$ cat config.mk
export PLATFORM = sky130hd
export DESIGN_NAME = led_blink_pattern_watchdog_flat
export DESIGN_NICKNAME = d
export VERILOG_FILES = /design/src/rtl/core/lbpw_pkg.sv /design/src/rtl/core/lbpw_if.sv /design/src/rtl/core/lbpw_step.sv /design/src/rtl/core/led_blink_pattern_watchdog.sv /design/src/flat_wrapper.sv
export SDC_FILE = /design/constraint.sdc
export NUM_CORES = 1
export LEC_CHECK = 0
export BUFFER_PORTS_ARGS = -buffer_cell sky130_fd_sc_hd__buf_2
export CAP_MARGIN = 20
export CORE_MARGIN = 2
export CORE_UTILIZATION = 40
export DETAILED_ROUTE_END_ITERATION = 8
export HOLD_SLACK_MARGIN = 0.15
export SETUP_SLACK_MARGIN = 0.02
export SLEW_MARGIN = 5
export SYNTH_ARGS = -nofsm -noshare
export SYNTH_HDL_FRONTEND = slang
export SYNTH_SLANG_ARGS = --single-unit
$ cat constraint.sdc
create_clock -name clk -period 8.45 [get_ports clk]
set_clock_uncertainty 0.15 [all_clocks]
set_input_delay 0.845 -clock clk [delete_from_list [all_inputs] [get_ports clk]]
set_output_delay 0.845 -clock clk [all_outputs]
set_load 0.02 [all_outputs]
$ cat src/rtl/core/lbpw_pkg.sv
package lbpw_pkg;

	localparam int unsigned NowW     = 32;
	localparam int unsigned PatW     = 3;
	localparam int unsigned ReqW     = 8;
	localparam int unsigned PeriodW  = 16;
	localparam int unsigned CfgIdxW  = 3;
	localparam int unsigned CfgDataW = 32;
	localparam int unsigned PhaseW   = 10;

	localparam logic [PatW-1:0]    TopPattern  = 3'd4;
	localparam logic [PhaseW-1:0]  BlinkOnMs   = 10'd100;
	localparam logic [PhaseW-1:0]  BlinkSlotMs = 10'd200;

	localparam logic [PatW-1:0]    NormalPatternRst = 3'd1;
	localparam logic [PeriodW-1:0] CyclePeriodRst   = 16'd1000;
	localparam logic [PeriodW-1:0] ToggleMsRst      = 16'd50;
	localparam logic [NowW-1:0]    GraceMsRst       = 32'd60000;

	typedef enum logic [CfgIdxW-1:0] {
		RegWdtEnabled    = 3'd0,
		RegNormalPattern = 3'd1,
		RegCyclePeriod   = 3'd2,
		RegToggleMs      = 3'd3,
		RegGraceMs       = 3'd4
	} cfg_reg_t;

	typedef enum logic {
		OpTick       = 1'b0,
		OpSetPattern = 1'b1
	} op_t;

	typedef struct packed {
		logic               gate_en;
		logic [PatW-1:0]    normal_pattern;
		logic [PeriodW-1:0] cycle_period_ms;
		logic [PeriodW-1:0] toggle_ms;
		logic [NowW-1:0]    grace_ms;
	} cfg_t;

	typedef struct packed {
		logic [PatW-1:0] pattern;
		logic            led_level;
		logic [NowW-1:0] toggle_start;
		logic [NowW-1:0] cycle_start;
		logic [NowW-1:0] grace_start;
	} state_t;

	typedef struct packed {
		logic            led_on;
		logic            feed_watchdog;
		logic [PatW-1:0] pattern_now;
	} result_t;

	// length of the blink phase of a cycle, 200 ms per blink
	function automatic logic [PhaseW-1:0] active_ms(input logic [PatW-1:0] pat);
		logic [PhaseW-1:0] r;
		begin
			case (pat)
				3'd1: r = 10'd200;
				3'd2: r = 10'd400;
				3'd3: r = 10'd600;
				3'd4: r = 10'd800;
				default: r = '0;
			endcase
			return r;
		end
	endfunction

endpackage

$ cat src/rtl/core/lbpw_if.sv
interface lbpw_in_if;
	import lbpw_pkg::*;
	logic            valid;
	logic            ready;
	logic            op;
	logic [NowW-1:0] now_ms;
	logic [ReqW-1:0] new_pattern;
	modport source (output valid, output op, output now_ms, output new_pattern, input ready);
	modport sink (input valid, input op, input now_ms, input new_pattern, output ready);
endinterface

interface lbpw_out_if;
	import lbpw_pkg::*;
	logic            valid;
	logic            ready;
	logic            led_on;
	logic            feed_watchdog;
	logic [PatW-1:0] pattern_now;
	modport source (output valid, output led_on, output feed_watchdog, output pattern_now,
		input ready);
	modport sink (input valid, input led_on, input feed_watchdog, input pattern_now,
		output ready);
endinterface

interface lbpw_cfg_if;
	import lbpw_pkg::*;
	logic                valid;
	logic                ready;
	logic [CfgIdxW-1:0]  index;
	logic [CfgDataW-1:0] data;
	modport source (output valid, output index, output data, input ready);
	modport sink (input valid, input index, input data, output ready);
endinterface

$ cat src/rtl/core/lbpw_step.sv
module lbpw_step (
	input  lbpw_pkg::cfg_t                    cfg,
	input  lbpw_pkg::state_t                  cur,
	input  logic                              op,
	input  logic [lbpw_pkg::NowW-1:0]         now_ms,
	input  logic [lbpw_pkg::ReqW-1:0]         new_pattern,
	output lbpw_pkg::state_t                  nxt,
	output lbpw_pkg::result_t                 res
);
	import lbpw_pkg::*;

	logic [NowW-1:0]   toggle_elapsed;
	logic [NowW-1:0]   cyc_age;
	logic [NowW-1:0]   grace_base;
	logic [NowW-1:0]   grace_elapsed;
	logic [PhaseW-1:0] phase;
	logic              in_active;
	logic              blink_on;
	logic              feed;

	assign toggle_elapsed = now_ms - cur.toggle_start;
	assign cyc_age        = now_ms - cur.cycle_start;
	// zero start time reads as not started
	assign grace_base     = (cur.grace_start == '0) ? now_ms : cur.grace_start;
	assign grace_elapsed  = now_ms - grace_base;

	assign in_active = cyc_age < {{(NowW-PhaseW){1'b0}}, active_ms(cur.pattern)};
	// only used while under 800 ms, so the low bits are enough
	assign phase     = cyc_age[PhaseW-1:0];
	assign blink_on  = (phase < BlinkOnMs)
		|| (phase >= BlinkSlotMs && phase < BlinkSlotMs + BlinkOnMs)
		|| (phase >= PhaseW'(2) * BlinkSlotMs && phase < PhaseW'(2) * BlinkSlotMs + BlinkOnMs)
		|| (phase >= PhaseW'(3) * BlinkSlotMs && phase < PhaseW'(3) * BlinkSlotMs + BlinkOnMs);

	always_comb begin
		nxt  = cur;
		feed = 1'b0;
		if (op_t'(op) == OpSetPattern) begin
			nxt.pattern      = (new_pattern > {{(ReqW-PatW){1'b0}}, TopPattern}) ?
				TopPattern : new_pattern[PatW-1:0];
			nxt.led_level    = 1'b0;
			nxt.toggle_start = now_ms;
			nxt.cycle_start  = now_ms;
		end else begin
			if (cfg.gate_en) begin
				if (cur.pattern == cfg.normal_pattern) begin
					nxt.grace_start = '0;
					feed            = 1'b1;
				end else begin
					nxt.grace_start = grace_base;
					feed            = grace_elapsed < cfg.grace_ms;
				end
			end
			if (cur.pattern == '0) begin
				if (toggle_elapsed >= {{(NowW-PeriodW){1'b0}}, cfg.toggle_ms}) begin
					nxt.led_level    = ~cur.led_level;
					nxt.toggle_start = now_ms;
				end
			end else if (in_active) begin
				nxt.led_level = blink_on;
			end else begin
				nxt.led_level = 1'b0;
				if (cyc_age >= {{(NowW-PeriodW){1'b0}}, cfg.cycle_period_ms})
					nxt.cycle_start = now_ms;
			end
		end
		res.led_on        = nxt.led_level;
		res.feed_watchdog = feed;
		res.pattern_now   = nxt.pattern;
	end

endmodule

$ cat src/rtl/core/led_blink_pattern_watchdog.sv
// Status LED pattern generator with watchdog feed gate.
// items: one transfer per tick (op 0, now_ms) or pattern change (op 1, new_pattern).
// results: one transfer per item, in order: led_on, feed_watchdog, pattern_now.
// cfg: register writes (index 0..4), always ready; write only while the block is idle,
// indexes past the last register are ignored.
// Path: an accepted item goes to the input register, then its result to the result register.
// Throughput: one item per cycle while results does not stall; the state update (three 32-bit subtracts and
// compares) sits between the input register and the result register.
// Stall: while a held result is not taken the result register holds; the input register
// still fills, and items.ready drops only when both are occupied.
// Reset: registers return to defaults (gate off, normal pattern 1, cycle 1000 ms,
// toggle 50 ms, grace 60000 ms), pattern 0, LED off, timers zero, both stages empty.
module led_blink_pattern_watchdog (
	input logic        clk,
	input logic        arst_n,
	lbpw_in_if.sink    items,
	lbpw_out_if.source results,
	lbpw_cfg_if.sink   cfg
);
	import lbpw_pkg::*;

	cfg_t    cfg_q;
	state_t  state_q;
	state_t  state_nxt;
	result_t res_nxt;
	result_t res_q;

	logic              s1_valid_s1;
	logic              op_s1;
	logic [NowW-1:0]   now_ms_s1;
	logic [ReqW-1:0]   new_pattern_s1;
	logic              out_valid_q;
	logic              out_free;
	logic              adv;

	assign out_free    = !out_valid_q || results.ready;
	assign adv         = s1_valid_s1 && out_free;
	assign items.ready = !s1_valid_s1 || adv;
	assign cfg.ready   = 1'b1;

	always_ff @(posedge clk or negedge arst_n) begin
		if (!arst_n) begin
			cfg_q.gate_en         <= 1'b0;
			cfg_q.normal_pattern  <= NormalPatternRst;
			cfg_q.cycle_period_ms <= CyclePeriodRst;
			cfg_q.toggle_ms       <= ToggleMsRst;
			cfg_q.grace_ms        <= GraceMsRst;
		end else if (cfg.valid) begin
			case (cfg_reg_t'(cfg.index))
				RegWdtEnabled:    cfg_q.gate_en         <= cfg.data[0];
				RegNormalPattern: cfg_q.normal_pattern  <= cfg.data[PatW-1:0];
				RegCyclePeriod:   cfg_q.cycle_period_ms <= cfg.data[PeriodW-1:0];
				RegToggleMs:      cfg_q.toggle_ms       <= cfg.data[PeriodW-1:0];
				RegGraceMs:       cfg_q.grace_ms        <= cfg.data[NowW-1:0];
				default: ;
			endcase
		end
	end

	// input register
	always_ff @(posedge clk or negedge arst_n) begin
		if (!arst_n) begin
			s1_valid_s1 <= 1'b0;
		end else if (items.ready) begin
			s1_valid_s1 <= items.valid;
		end
	end

	always_ff @(posedge clk) begin
		if (items.valid && items.ready) begin
			op_s1          <= items.op;
			now_ms_s1      <= items.now_ms;
			new_pattern_s1 <= items.new_pattern;
		end
	end

	lbpw_step u_step (
		.cfg         (cfg_q),
		.cur         (state_q),
		.op          (op_s1),
		.now_ms      (now_ms_s1),
		.new_pattern (new_pattern_s1),
		.nxt         (state_nxt),
		.res         (res_nxt)
	);

	always_ff @(posedge clk or negedge arst_n) begin
		if (!arst_n) begin
			state_q.pattern      <= '0;
			state_q.led_level    <= 1'b0;
			state_q.toggle_start <= '0;
			state_q.cycle_start  <= '0;
			state_q.grace_start  <= '0;
		end else if (adv) begin
			state_q <= state_nxt;
		end
	end

	// result register
	always_ff @(posedge clk or negedge arst_n) begin
		if (!arst_n) begin
			out_valid_q <= 1'b0;
		end else if (out_free) begin
			out_valid_q <= s1_valid_s1;
		end
	end

	always_ff @(posedge clk) begin
		if (adv)
			res_q <= res_nxt;
	end

	assign results.valid         = out_valid_q;
	assign results.led_on        = res_q.led_on;
	assign results.feed_watchdog = res_q.feed_watchdog;
	assign results.pattern_now   = res_q.pattern_now;

	a_pattern_range: assert property (@(posedge clk) disable iff (!arst_n)
		state_q.pattern <= TopPattern)
		else $error("pattern register out of range");

	a_change_led_off: assert property (@(posedge clk) disable iff (!arst_n)
		adv && op_t'(op_s1) == OpSetPattern |=> !state_q.led_level && !res_q.feed_watchdog)
		else $error("pattern change left led on or fed watchdog");

	a_feed_needs_gate: assert property (@(posedge clk) disable iff (!arst_n)
		adv && res_nxt.feed_watchdog |-> cfg_q.gate_en)
		else $error("feed with gate disabled");

	a_stall_holds_s1: assert property (@(posedge clk) disable iff (!arst_n)
		s1_valid_s1 && !out_free |=> s1_valid_s1 && $stable(now_ms_s1))
		else $error("input register lost item under stall");

	a_take_fills_s1: assert property (@(posedge clk) disable iff (!arst_n)
		items.valid && items.ready |=> s1_valid_s1)
		else $error("accepted item not registered");

endmodule

$ cat src/flat_wrapper.sv
// flat-port wrapper written by rule: the top's interface ports become plain ports
module led_blink_pattern_watchdog_flat import lbpw_pkg::*;
  (clk, arst_n, items_valid, items_op, items_now_ms, items_new_pattern, items_ready, results_valid, results_led_on, results_feed_watchdog, results_pattern_now, results_ready, cfg_valid, cfg_index, cfg_data, cfg_ready);
  lbpw_in_if items_i ();
  lbpw_out_if results_i ();
  lbpw_cfg_if cfg_i ();
  input logic clk;
  input logic arst_n;
  input wire logic [$bits(items_i.valid)-1:0] items_valid;
  input wire logic [$bits(items_i.op)-1:0] items_op;
  input wire logic [$bits(items_i.now_ms)-1:0] items_now_ms;
  input wire logic [$bits(items_i.new_pattern)-1:0] items_new_pattern;
  output wire logic [$bits(items_i.ready)-1:0] items_ready;
  output wire logic [$bits(results_i.valid)-1:0] results_valid;
  output wire logic [$bits(results_i.led_on)-1:0] results_led_on;
  output wire logic [$bits(results_i.feed_watchdog)-1:0] results_feed_watchdog;
  output wire logic [$bits(results_i.pattern_now)-1:0] results_pattern_now;
  input wire logic [$bits(results_i.ready)-1:0] results_ready;
  input wire logic [$bits(cfg_i.valid)-1:0] cfg_valid;
  input wire logic [$bits(cfg_i.index)-1:0] cfg_index;
  input wire logic [$bits(cfg_i.data)-1:0] cfg_data;
  output wire logic [$bits(cfg_i.ready)-1:0] cfg_ready;
  assign items_i.valid = items_valid;
  assign items_i.op = items_op;
  assign items_i.now_ms = items_now_ms;
  assign items_i.new_pattern = items_new_pattern;
  assign items_ready = items_i.ready;
  assign results_valid = results_i.valid;
  assign results_led_on = results_i.led_on;
  assign results_feed_watchdog = results_i.feed_watchdog;
  assign results_pattern_now = results_i.pattern_now;
  assign results_i.ready = results_ready;
  assign cfg_i.valid = cfg_valid;
  assign cfg_i.index = cfg_index;
  assign cfg_i.data = cfg_data;
  assign cfg_ready = cfg_i.ready;
  led_blink_pattern_watchdog u_core (.clk(clk), .arst_n(arst_n), .items(items_i), .results(results_i), .cfg(cfg_i));
endmodule
==> summary.md, run 1 <==
| Metric | Value |
|---|---|
| Grt total ovfl | 0 |
| Ys async rst share | 78.70% |
| EDFF count, synth | 46 |
| I/O pin cnt | 89 |
| I/O Buffers | 87 |
| Row cnt | 71 |
| Synth-to-Final Area Change | 12.02% |
| Die W | 200.0 um |
| Num CTS Buffers | 27 |
| Layout Nets | 1,985 |
| Total GRT Usage | 21.11% |
| Initial antenna violation count | 0 |
| Post-synth top area cell | dfrtp_1 |
| CP bufs+invs | 1 |
| Pre-CTS WS | 2131 ps |
| Leakage | 7.661 nW |
| Wire per inst | 18.13 um |
| Die area | 39,990 um^2 |
| ANT nets after route | 0 |
| Distinct cells, synth | 85 |
| PD cells | 359.0 nW/um^2 |
| First-pass GRT wire length | 66,120 um |
| Slew of the pin with the lowest slew margin | 1001 ps |
| Largest stage delay, worst path | 540 ps |
| Slew headroom | 33.24% |
| CP Data Required Time | 8710 ps |
| Worst IR Drop VDD | 0.1933 mV |
| Main area contributors after synthesis | dfrtp_1 25%, ha_1 13%, edfxtp_1 9.0% |
| Post-synth top cells | 170 x inv_1, 162 x ha_1, 153 x dfrtp_1 |
| Hold path depth | 1 |
| CP arrival | 6640 ps |
| Hold Crit Class | in -> reg |
| Fillers | 3,663 |
| RSZ-0062 raised after global routing | false |
| Synth Net Count | 1,909 |
| Residual DRC | 0 |
| Netlist Area Pre-Place | 15,360 um^2 |
| FF-to-FF End | u_core.results.feed_watchdog |
| CP startpoint kind | flip-flop |
| Synth Area per Inst | 9.238 um^2 |
| Final setup fails | 0 |
| Placer Congestion | 0.9174 |
| Final hold viol count | 0 |
| Synthesized flop and latch total | 216 |
| CP Capture Type | flip-flop |
| Top-area cell type share of the netlist area | 24.92% |
| Final WS setup | 2061 ps |
| Min Tclk post-route | 6389 ps |
| Top_reg_cell synth | dfrtp_1 |
| R2r worst-path depth | 27 |
| Post-DP HPWL | 31,680 um |
| Layout cells sized above 1 | 14.95% |
| Synth warn | 0 |
| Critical path class | reg -> reg |
| Crit path top cell by count | a21oi_1 |
| Total Neg Setup Slack | 0 ps |
| Count leader, synth | inv_1 |
| Post-synthesis sequential area ratio | 36.82% |
| Final wirelength | 41,150 um |
| Die Span Y | 200.0 um |
| R2r setup slk | 2060 ps |
| Maxcap violations | 0 |
| Max clock buf depth | 3 |
| Worst-path maximum fanout | 28 |
| Resize count post-CTS | 0 |
| R2r startpoint | u_core.state_q[25] |
| DR vias | 12.58k |
| Status | finished, final reports clean |
| WHS Endpoint | u_core.now_ms_s1[31] |
| Period utilization | 75.61% |
| Worst path top cell family by delay | compound AO/OA/AOI/OAI gates |
| Fin util | 45.58% |
| Max-slew violation count | 0 |
| Avg Vias per Cell | 5.542 |
| 1st-iter DRT viols | 918 |
| Clk slew on worst S/H paths | 60 ps |
| CP max-delay cell | a2111oi_0 |
| Achievable Freq | 156.5 MHz |
| Post-Syn Instances | 1,663 |
| N_diodes | 0 |
| Clock latency on the worst-skew pair | 560 ps |
| FF/Latch Area | 5657 um^2 |
| CTS tree | yes |
| Area occupied by multi-input gates | 8845 um^2 |
| Core footprint | 37,760 um^2 |
| CTS H-tree lvls | 1 |
| DR pass1 iterations | 5 |
| Root Driver | clkbuf_16 |
| Initial Util | 40.69% |
| Largest net degree at the start of global routing | 66 |
| Post-CTS setup buffers | 0 |
| TritonCTS Sinks | 216 |
| Vias in the first global route | 12.43k |
| Hold_sp | items_now_ms[31] |
[worst max path at each step]
stage	from	endpoint	slack [ps]	cells past startpoint
global route	u_core.state_q[25]	u_core.results.feed_watchdog	1560	27
global placement	u_core.state_q[25]	u_core.results.feed_watchdog	2210	26
floorplan	u_core.state_q[25]	u_core.results.feed_watchdog	3110	28
detailed placement	u_core.state_q[25]	u_core.results.feed_watchdog	2130	28
finish	u_core.state_q[25]	u_core.results.feed_watchdog	2060	27
CTS	u_core.state_q[25]	u_core.results.feed_watchdog	2090	28
[sequential cells by signal (all words and copies together), names as in the netlist]
| register | count |
|---|---|
| u_core.s1_valid_s1 | 1 |
| u_core.new_pattern_s1 | 8 |
| u_core.results.valid | 1 |
| u_core.results.feed_watchdog | 1 |
| u_core.op_s1 | 1 |
| u_core.cfg_q | 68 |
| u_core.now_ms_s1 | 32 |
| u_core.results.led_on | 1 |
| u_core.results.pattern_now | 3 |
| u_core.state_q | 100 |
[kinds of logic after synthesis]
logic type	after synthesis	synth area share [%]
other	1	0.02441
multiplexers	96	6.963
AO/OA/AOI/OAI	481	19.83
adder cells (fa/ha/maj)	165	13.58
flip-flops	216	36.82
XOR/XNOR	68	3.877
AND/OR/NAND/NOR	415	13.19
buffers and inverters	221	5.717
[metal layers]
metal,share of wire [%],vias to the layer above,global-route usage [%]
met1,46,6008,29.01
met4,3.1,0,7.023
met3,5.2,79,2.604
met5,0,-,0
li1,-,6152,-
met2,45,341,34.54
[placed cells by master, fill, tap and decap left out, types with 45 or more instances in the layout]
master    instances
edfxtp_1         46
dfrtp_1         153
xnor2_1          45
a21oi_1         134
mux2_2           82
o21ai_0         147
ha_1            162
a21o_1           46
buf_2            86
nor2_1           83
inv_1           170
nand2_1         145
[power breakdown]
group,switching (mW),internal [mW]
sequential,0.160,1.32
combinational,2.03,1.53
clock,0.457,0.690
[stage by stage]
step                cells  area, um^2  hold slack, ps  power, mW
floorplan            1663       15360           307.2      4.164
global placement     2219       16280           319.0      4.942
detailed placement   2219       16280           325.1      5.019
CTS                  2269       17180           274.5      6.214
global route         2270       17210           288.5      6.782
finish               2270       17210           309.5      6.179
[cell type report]
cell class | instances | share of cell area [%]
Clock buffer | 41 | 4.704
Timing Repair Buffer | 97 | 3.133
Multi-Input combinational cell | 1226 | 51.39
Tap cell | 511 | 3.715
Clock inverter | 8 | 0.4580
Inverter | 171 | 3.730
Sequential cell | 216 | 32.87
[timing repair]
item,in CTS,in global routing
hold buffers,1,0
endpoints found under the hold margin,24,0
setup endpoints to repair,0,0
No activity file was read; power rests on OpenSTA's default activity.
==> run 2: changes to the inputs <==
==> constraint.sdc (replaced) <==
create_clock -name clk -period 5.7 [get_ports clk]
set_clock_uncertainty 0.15 [all_clocks]
set_input_delay 0.57 -clock clk [delete_from_list [all_inputs] [get_ports clk]]
set_output_delay 0.57 -clock clk [all_outputs]
set_load 0.02 [all_outputs]
==> run 2 against run 1 <==
  * Critical endpoint unchanged
  * Flip-flop and latch count unchanged
  * Non-clock buffer count up 150
  * Core utilization up 3.9 points
  * Via count up 4.2%
  * First-iteration DRC count down 22%
  * Power up 62%
  * Critical path depth down 2
  * Cell count up 6.7%
  * Final area up 8.6%
  * Register-to-register slack worse by 2100 ps
  * The flow now finishes with violations (setup timing)
  * Setup slack worse by 2100 ps
==> summary.md, run 2 (same netlist as run 1, synthesis figures left out) <==
| Metric | Value |
|---|---|
| Worst IR Drop VDD | 0.3505 mV (+81%) |
| CP startpoint kind | flip-flop |
| CP Capture Type | flip-flop |
| Fillers | 3,594 (-1.9%) |
| RSZ-0062 raised after global routing | true |
| Largest Register | u_core.state_q |
| Total GRT Usage | 21.70% (+0.59 points) |
| Net switching power | 4.125 mW (+56%) |
| Die area | 39,990 um^2 (unchanged) |
| Seq pwr share | 21.8% (-2.1 points) |
| Initial antenna violation count | 0 (unchanged) |
| Largest stage delay, worst path | 400 ps (-140 ps) |
| Root Driver | clkbuf_16 |
| Largest net degree at the start of global routing | 74 (+12%) |
| Failing checks | setup timing |
| CP max-delay cell | or3_1 |
| Layout cells sized above 1 | 19.73% (+4.8 points) |
| Clock latency on the worst-skew pair | 550 ps (about the same) |
| Critical path class | reg -> reg |
| CTS H-tree lvls | 1 (unchanged) |
| Num CTS Buffers | 26 (-3.7%) |
| CP arrival | 5850 ps (-790 ps) |
| Clock power share | 17.6% (-1.0 points) |
| Final wirelength | 43,310 um (+5.3%) |
| Achievable Freq | 175.4 MHz (+12%) |
| Crit path top cell by count | buf_4 |
| DR vias | 13.11k (+4.2%) |
| Status | finished with violations |
| DR pass1 iterations | 6 (+1) |
| I/O Buffers | 87 (unchanged) |
| ANT nets after route | 0 (unchanged) |
| PD cells | 535.9 nW/um^2 (+49%) |
| Comb pwr share | 60.6% (+3.1 points) |
| Synth-to-Final Area Change | 21.67% |
| I/O pin cnt | 89 (unchanged) |
| Clk slew on worst S/H paths | 60 ps (about the same) |
| Placer Congestion | 0.8961 (-2.3%) |
| Final WS setup | -1.212 ps (-2062 ps) |
| Commonest non-fill, non-tap cells in the layout | 170 x inv_1, 162 x ha_1, 153 x dfrtp_1 |
| Fin util | 49.51% (+3.9 points) |
| First-pass GRT wire length | 68,210 um (+3.2%) |
| Layout Nets | 2,137 (+7.7%) |
| Hold Crit Class | in -> reg |
| Die Span Y | 200.0 um (unchanged) |
| Final hold viol count | 0 (unchanged) |
| Slew of the pin with the lowest slew margin | 1011 ps (+9.930 ps) |
| CTS tree | yes |
| Die W | 200.0 um (unchanged) |
| Fraction of power spent switching nets | 41.18% (-1.6 points) |
| Slew headroom | 32.58% (-0.66 points) |
| Final setup fails | 1 (+1) |
| TritonCTS Sinks | 216 (unchanged) |
| Min Tclk post-route | 5701 ps (-687.9 ps) |
| Maxcap violations | 0 (unchanged) |
| Core footprint | 37,760 um^2 (unchanged) |
| Row cnt | 71 (unchanged) |
| Max reg flops | 100 (unchanged) |
| Pwr Total | 10.02 mW (+62%) |
| Vias in the first global route | 12.84k (+3.3%) |
| Leakage | 8.419 nW (+9.9%) |
| Commonest non-fill, non-tap cell in the layout | inv_1 |
| 1st-iter DRT viols | 716 (-22%) |
| Wire per inst | 17.88 um (-1.4%) |
| Max-slew violation count | 0 (unchanged) |
| Max clock buf depth | 3 (unchanged) |
| Grt total ovfl | 0 (unchanged) |
| CP Data Required Time | 5850 ps (-2860 ps) |
| Post-DP HPWL | 32,650 um (+3.1%) |
| Pint | 5.892 mW (+67%) |
| Worst-path maximum fanout | 6 (-79%) |
| Initial Util | 40.69% (unchanged) |
| Residual DRC | 0 (unchanged) |
| Avg Vias per Cell | 5.410 (-2.4%) |
| Period utilization | 100.0% (+24 points) |
| Biggest regs | u_core.state_q x100, u_core.cfg_q x68, u_core.now_ms_s1 x32 |
==> run 2: worst max-delay path: cells and delay by family (launching register included) <==
family | cells | cell delay [ps]
buffers and inverters | 5 | 780
adders and majority gates | 2 | 590
AOI/OAI and AO/OA | 10 | 1820
and+or+nand+nor | 8 | 1720
DFF | 1 | 390
==> run 2: repair_timing <==
action,CTS,global route
gates resized for setup,14,19
endpoints found under the setup margin,32,35
pin swaps,5,24
hold endpoints to repair,126,0
hold buffers,63,0
setup buffers,0,7
cloned,1,2
==> run 2: path summary, 6_finish.rpt <==
path	startpoint	end	slack (ps)	cells after the start
worst min-delay path	cfg_data[5]	u_core.cfg_q[5]	170	3
min in group asynchronous	arst_n	u_core.cfg_q[30]	470	2
worst max register to register	u_core.state_q[28]	u_core.results.feed_watchdog	-1	25
max in group asynchronous	arst_n	u_core.cfg_q[40]	3700	3
worst min register to register	u_core.s1_valid_s1	u_core.results.valid	350	1
worst max-delay path	u_core.state_q[28]	u_core.results.feed_watchdog	-1	25
==> run 2: final cells by class <==
cell class / instances / area, um^2 / area share [%]
antenna: 1 / 2.502 / 0.01339
timing repair buffer: 247 / 1849 / 9.893
clock buffer: 36 / 772.0 / 4.130
clock inverter: 12 / 138.9 / 0.7430
multi-input combinational: 1229 / 8992 / 48.11
inverter: 171 / 641.9 / 3.434
tap: 511 / 639.4 / 3.420
sequential: 216 / 5657 / 30.26
==> run 2: stage by stage <==
| stage | instances | setup TNS [ps] | worst slack (ps) | area, um^2 | hold slack [ps] |
|---|---|---|---|---|---|
| after floorplan | 1663 | 0 | 362.9 | 15360 | 124.4 |
| after global placement | 2300 | -132.9 | -28.09 | 16910 | 318.4 |
| after detailed placement | 2301 | -1624 | -162.0 | 16930 | 326.0 |
| after CTS | 2413 | 0 | 3.960 | 18550 | 153.5 |
| after global routing | 2422 | -401.6 | -401.6 | 18690 | 161.2 |
| final | 2423 | -1.212 | -1.212 | 18690 | 165.9 |
==> run 2: layer usage <==
metal	track usage (%)	wire [um]	up-vias
met5	0	0	-
met4	6.200	987	0
met3	2.100	2018	64
met2	36.46	20190	307
met1	29.80	20120	6280
li1	-	-	6457
==> run 2: power groups by stage <==
stage	combinational (mW)	clock, mW	sequential (mW)
2_1_floorplan	4.04	0	2.13
3_3_place_gp	5.69	0	2.19
3_5_place_dp	5.79	0	2.20
4_1_cts	5.94	1.80	2.18
5_1_grt	6.83	1.86	2.23
6_report	6.07	1.76	2.19
==> run 3: changes to the inputs <==
--- a/config.mk
+++ b/config.mk
@@ -12,6 +12,7 @@
 export DETAILED_ROUTE_END_ITERATION = 8
 export HOLD_SLACK_MARGIN = 0.15
 export SETUP_SLACK_MARGIN = 0.02
+export SKIP_LAST_GASP = 1
 export SLEW_MARGIN = 5
 export SYNTH_ARGS = -nofsm -noshare
 export SYNTH_HDL_FRONTEND = slang
==> run 3 against run 2 <==
  * The run still ends with setup timing left
  * Register-to-register slack hardly changed
  * Power hardly changed
  * First-iteration DRC count is 12% higher
  * Critical path depth stayed put
  * Final area hardly changed
  * Die area stayed put
  * Cell count hardly changed
  * Clock-buffer cell count stayed put
  * Via count is 0.26% higher
  * Sequential power hardly changed
  * Clock power hardly changed
  * Wire length hardly changed
==> summary.md, run 3 (same netlist as run 1, synthesis figures left out) <==
| Metric | Value |
|---|---|
| Status | finished with violations |
| Failing checks | setup timing |
| R2r setup slk | -8 ps (about the same) |
| CTS H-tree lvls | 1 (unchanged) |
| Row cnt | 71 (unchanged) |
| Total GRT Usage | 21.70% (unchanged) |
| Post-DP HPWL | 32,650 um (unchanged) |
| Net switching power | 4.121 mW (-0.10%) |
| R2r worst-path depth | 25 (unchanged) |
| Largest net degree at the start of global routing | 74 (unchanged) |
| Final wirelength | 43,280 um (about the same) |
| Worst Setup SP | u_core.state_q[28] |
| 1st-iter DRT viols | 801 (+12%) |
| Synth-to-Final Area Change | 21.58% (about the same) |
| Area after DPL | 16,930 um^2 (unchanged) |
| R2r startpoint | u_core.state_q[28] |
| RSZ-0062 raised after global routing | true |
| Grt total ovfl | 0 (unchanged) |
| Initial Util | 40.69% (unchanged) |
| Die Span Y | 200.0 um (unchanged) |
| Seq pwr share | 21.8% (about the same) |
| Slew headroom | 31.27% (-1.3 points) |
| Worst-path maximum fanout | 6 (unchanged) |
| Residual DRC | 0 (unchanged) |
| Slew of the pin with the lowest slew margin | 1031 ps (+19.59 ps) |
| CP Data Required Time | 5850 ps (about the same) |
| Hold Crit Class | in -> reg |
| Commonest non-fill, non-tap cell in the layout | inv_1 |
| Die area | 39,990 um^2 (unchanged) |
| Die W | 200.0 um (unchanged) |
| Finished Cell Area | 18,680 um^2 (about the same) |
| Max reg flops | 100 (unchanged) |
| Clock power share | 17.6% (about the same) |
| Pwr Total | 10.01 mW (about the same) |
| PD cells | 535.7 nW/um^2 (about the same) |
| Max-slew violation count | 0 (unchanged) |
| Maxcap violations | 0 (unchanged) |
| Wire per inst | 17.87 um (about the same) |
| Max clock buf depth | 3 (unchanged) |
| Commonest non-fill, non-tap cells in the layout | 170 x inv_1, 162 x ha_1, 153 x dfrtp_1 |
| Period utilization | 100.1% (+0.11 points) |
| Largest Register | u_core.state_q |
| Root Driver | clkbuf_16 |
| Worst IR Drop VDD | 0.3505 mV (about the same) |
| DR pass1 iterations | 5 (-1) |
| Layout cells sized above 1 | 19.57% (-0.16 points) |
| Min Tclk post-route | 5708 ps (+6.496 ps) |
| Final WS setup | -7.708 ps (-6.496 ps) |
| Biggest regs | u_core.state_q x100, u_core.cfg_q x68, u_core.now_ms_s1 x32 |
| Placer Congestion | 0.8961 (unchanged) |
| Vias in the first global route | 12.84k (unchanged) |
| Avg Vias per Cell | 5.426 (+0.30%) |
| First-pass GRT wire length | 68,210 um (unchanged) |
| I/O pin cnt | 89 (unchanged) |
| Clk slew on worst S/H paths | 60 ps (about the same) |
| Comb pwr share | 60.6% (about the same) |
| Clock latency on the worst-skew pair | 550 ps (about the same) |
| N_diodes | 0 (-1) |
| Num CTS Buffers | 26 (unchanged) |
| Fraction of power spent switching nets | 41.18% (about the same) |
| Setup crit end | u_core.results.feed_watchdog |
| DR vias | 13.14k (+0.26%) |
| Layout Nets | 2,137 (unchanged) |
| Achievable Freq | 175.2 MHz (-0.11%) |
| FF-to-FF End | u_core.results.feed_watchdog |
| Initial antenna violation count | 0 (unchanged) |
| Core footprint | 37,760 um^2 (unchanged) |
| CP Capture Type | flip-flop |
| Final hold viol count | 0 (unchanged) |
| Critical path class | reg -> reg |
| I/O Buffers | 87 (unchanged) |
| CTS tree | yes |
| Leakage | 8.409 nW (-0.12%) |
| ANT nets after route | 0 (unchanged) |
| CP arrival | 5860 ps (about the same) |
| TritonCTS Sinks | 216 (unchanged) |
| Pint | 5.887 mW (about the same) |
| Final setup fails | 1 (unchanged) |
| CP startpoint kind | flip-flop |
==> run 3: changes by cell type in the layout (fill, tap and decap cells not counted) <==
cell and delta:
mux2_1 +3, mux2_4 -3, diode_2 -1
==> run 3: worst max-delay path: stages, from the launching register on <==
cell and delay, ps:
dfrtp_1 390, nor4_2 290, buf_4 160, nand4_1 240, nor2_2 220, buf_6 140
a21oi_2 60, ha_1 260, nor2b_1 130, o21a_1 200, o21ai_2 180, a31oi_2 130
o22a_1 240, a41o_1 220, o41ai_2 340, buf_4 160, o211ai_1 110, buf_4 160
a41o_1 250, buf_4 150, and4_1 150, or3_1 400, ha_1 330, nand4_1 100
nor3_1 200, a21oi_1 90
==> run 3: repair_timing <==
action | CTS | global route
setup buffers | 0 | 7
gates cloned | 1 | 2
resized for setup | 14 | 16
setup endpoints to repair | 32 | 35
hold endpoints to repair | 126 | 0
pin swaps | 4 | 23
hold buffers | 63 | 0
==> run 3: worst min path at each step <==
stage,start,to,cells past startpoint
CTS,cfg_data[15],u_core.cfg_q[15],3
global route,cfg_data[15],u_core.cfg_q[15],3
global placement,u_core.state_q[74],u_core.state_q[74],1
detailed placement,u_core.state_q[74],u_core.state_q[74],1
floorplan,arst_n,u_core.cfg_q[0],0
finish,cfg_data[5],u_core.cfg_q[5],3
==> run 3: stage by stage <==
step                cells  setup TNS [ps]  hold slack (ps)  setup WS (ps)  util (%)
CTS                  2413          -10.43            153.5         -5.631     49.12
finish               2422          -7.708            169.8         -7.708     49.47
detailed placement   2301           -1624            326.0         -162.0     44.85
global route         2422          -401.6            161.2         -401.6     49.47
global placement     2300          -132.9            318.4         -28.09     44.78
floorplan            1663               0            124.4          362.9         -
==> run 3: routing by layer <==
layer / vias up / track usage (%) / share of wire (%)
met3: 63 / 2.100 / 4.0
li1: 6454 / - / -
met5: - / 0 / 0
met4: 0 / 6.200 / 2.4
met1: 6324 / 29.80 / 47
met2: 301 / 36.46 / 47
==> run 3: final cells by class <==
| cell class | count | area (um^2) |
|---|---|---|
| multi-input cells | 1229 | 8981 |
| flip-flops and latches | 216 | 5657 |
| fillers | 3594 | 19080 |
| repair buffers | 247 | 1849 |
| inverters | 171 | 641.9 |
| well taps | 511 | 639.4 |
| clock buffers | 36 | 772.0 |
| clock inverters | 12 | 138.9 |
==> run 3: power by group through the flow <==
| stage | combinational [mW] | sequential [mW] | clock, mW |
|---|---|---|---|
| after CTS | 5.94 | 2.18 | 1.80 |
| after floorplan | 4.04 | 2.13 | 0 |
| after global placement | 5.69 | 2.19 | 0 |
| after detailed placement | 5.79 | 2.20 | 0 |
| final | 6.06 | 2.18 | 1.76 |
| after global routing | 6.83 | 2.23 | 1.86 |
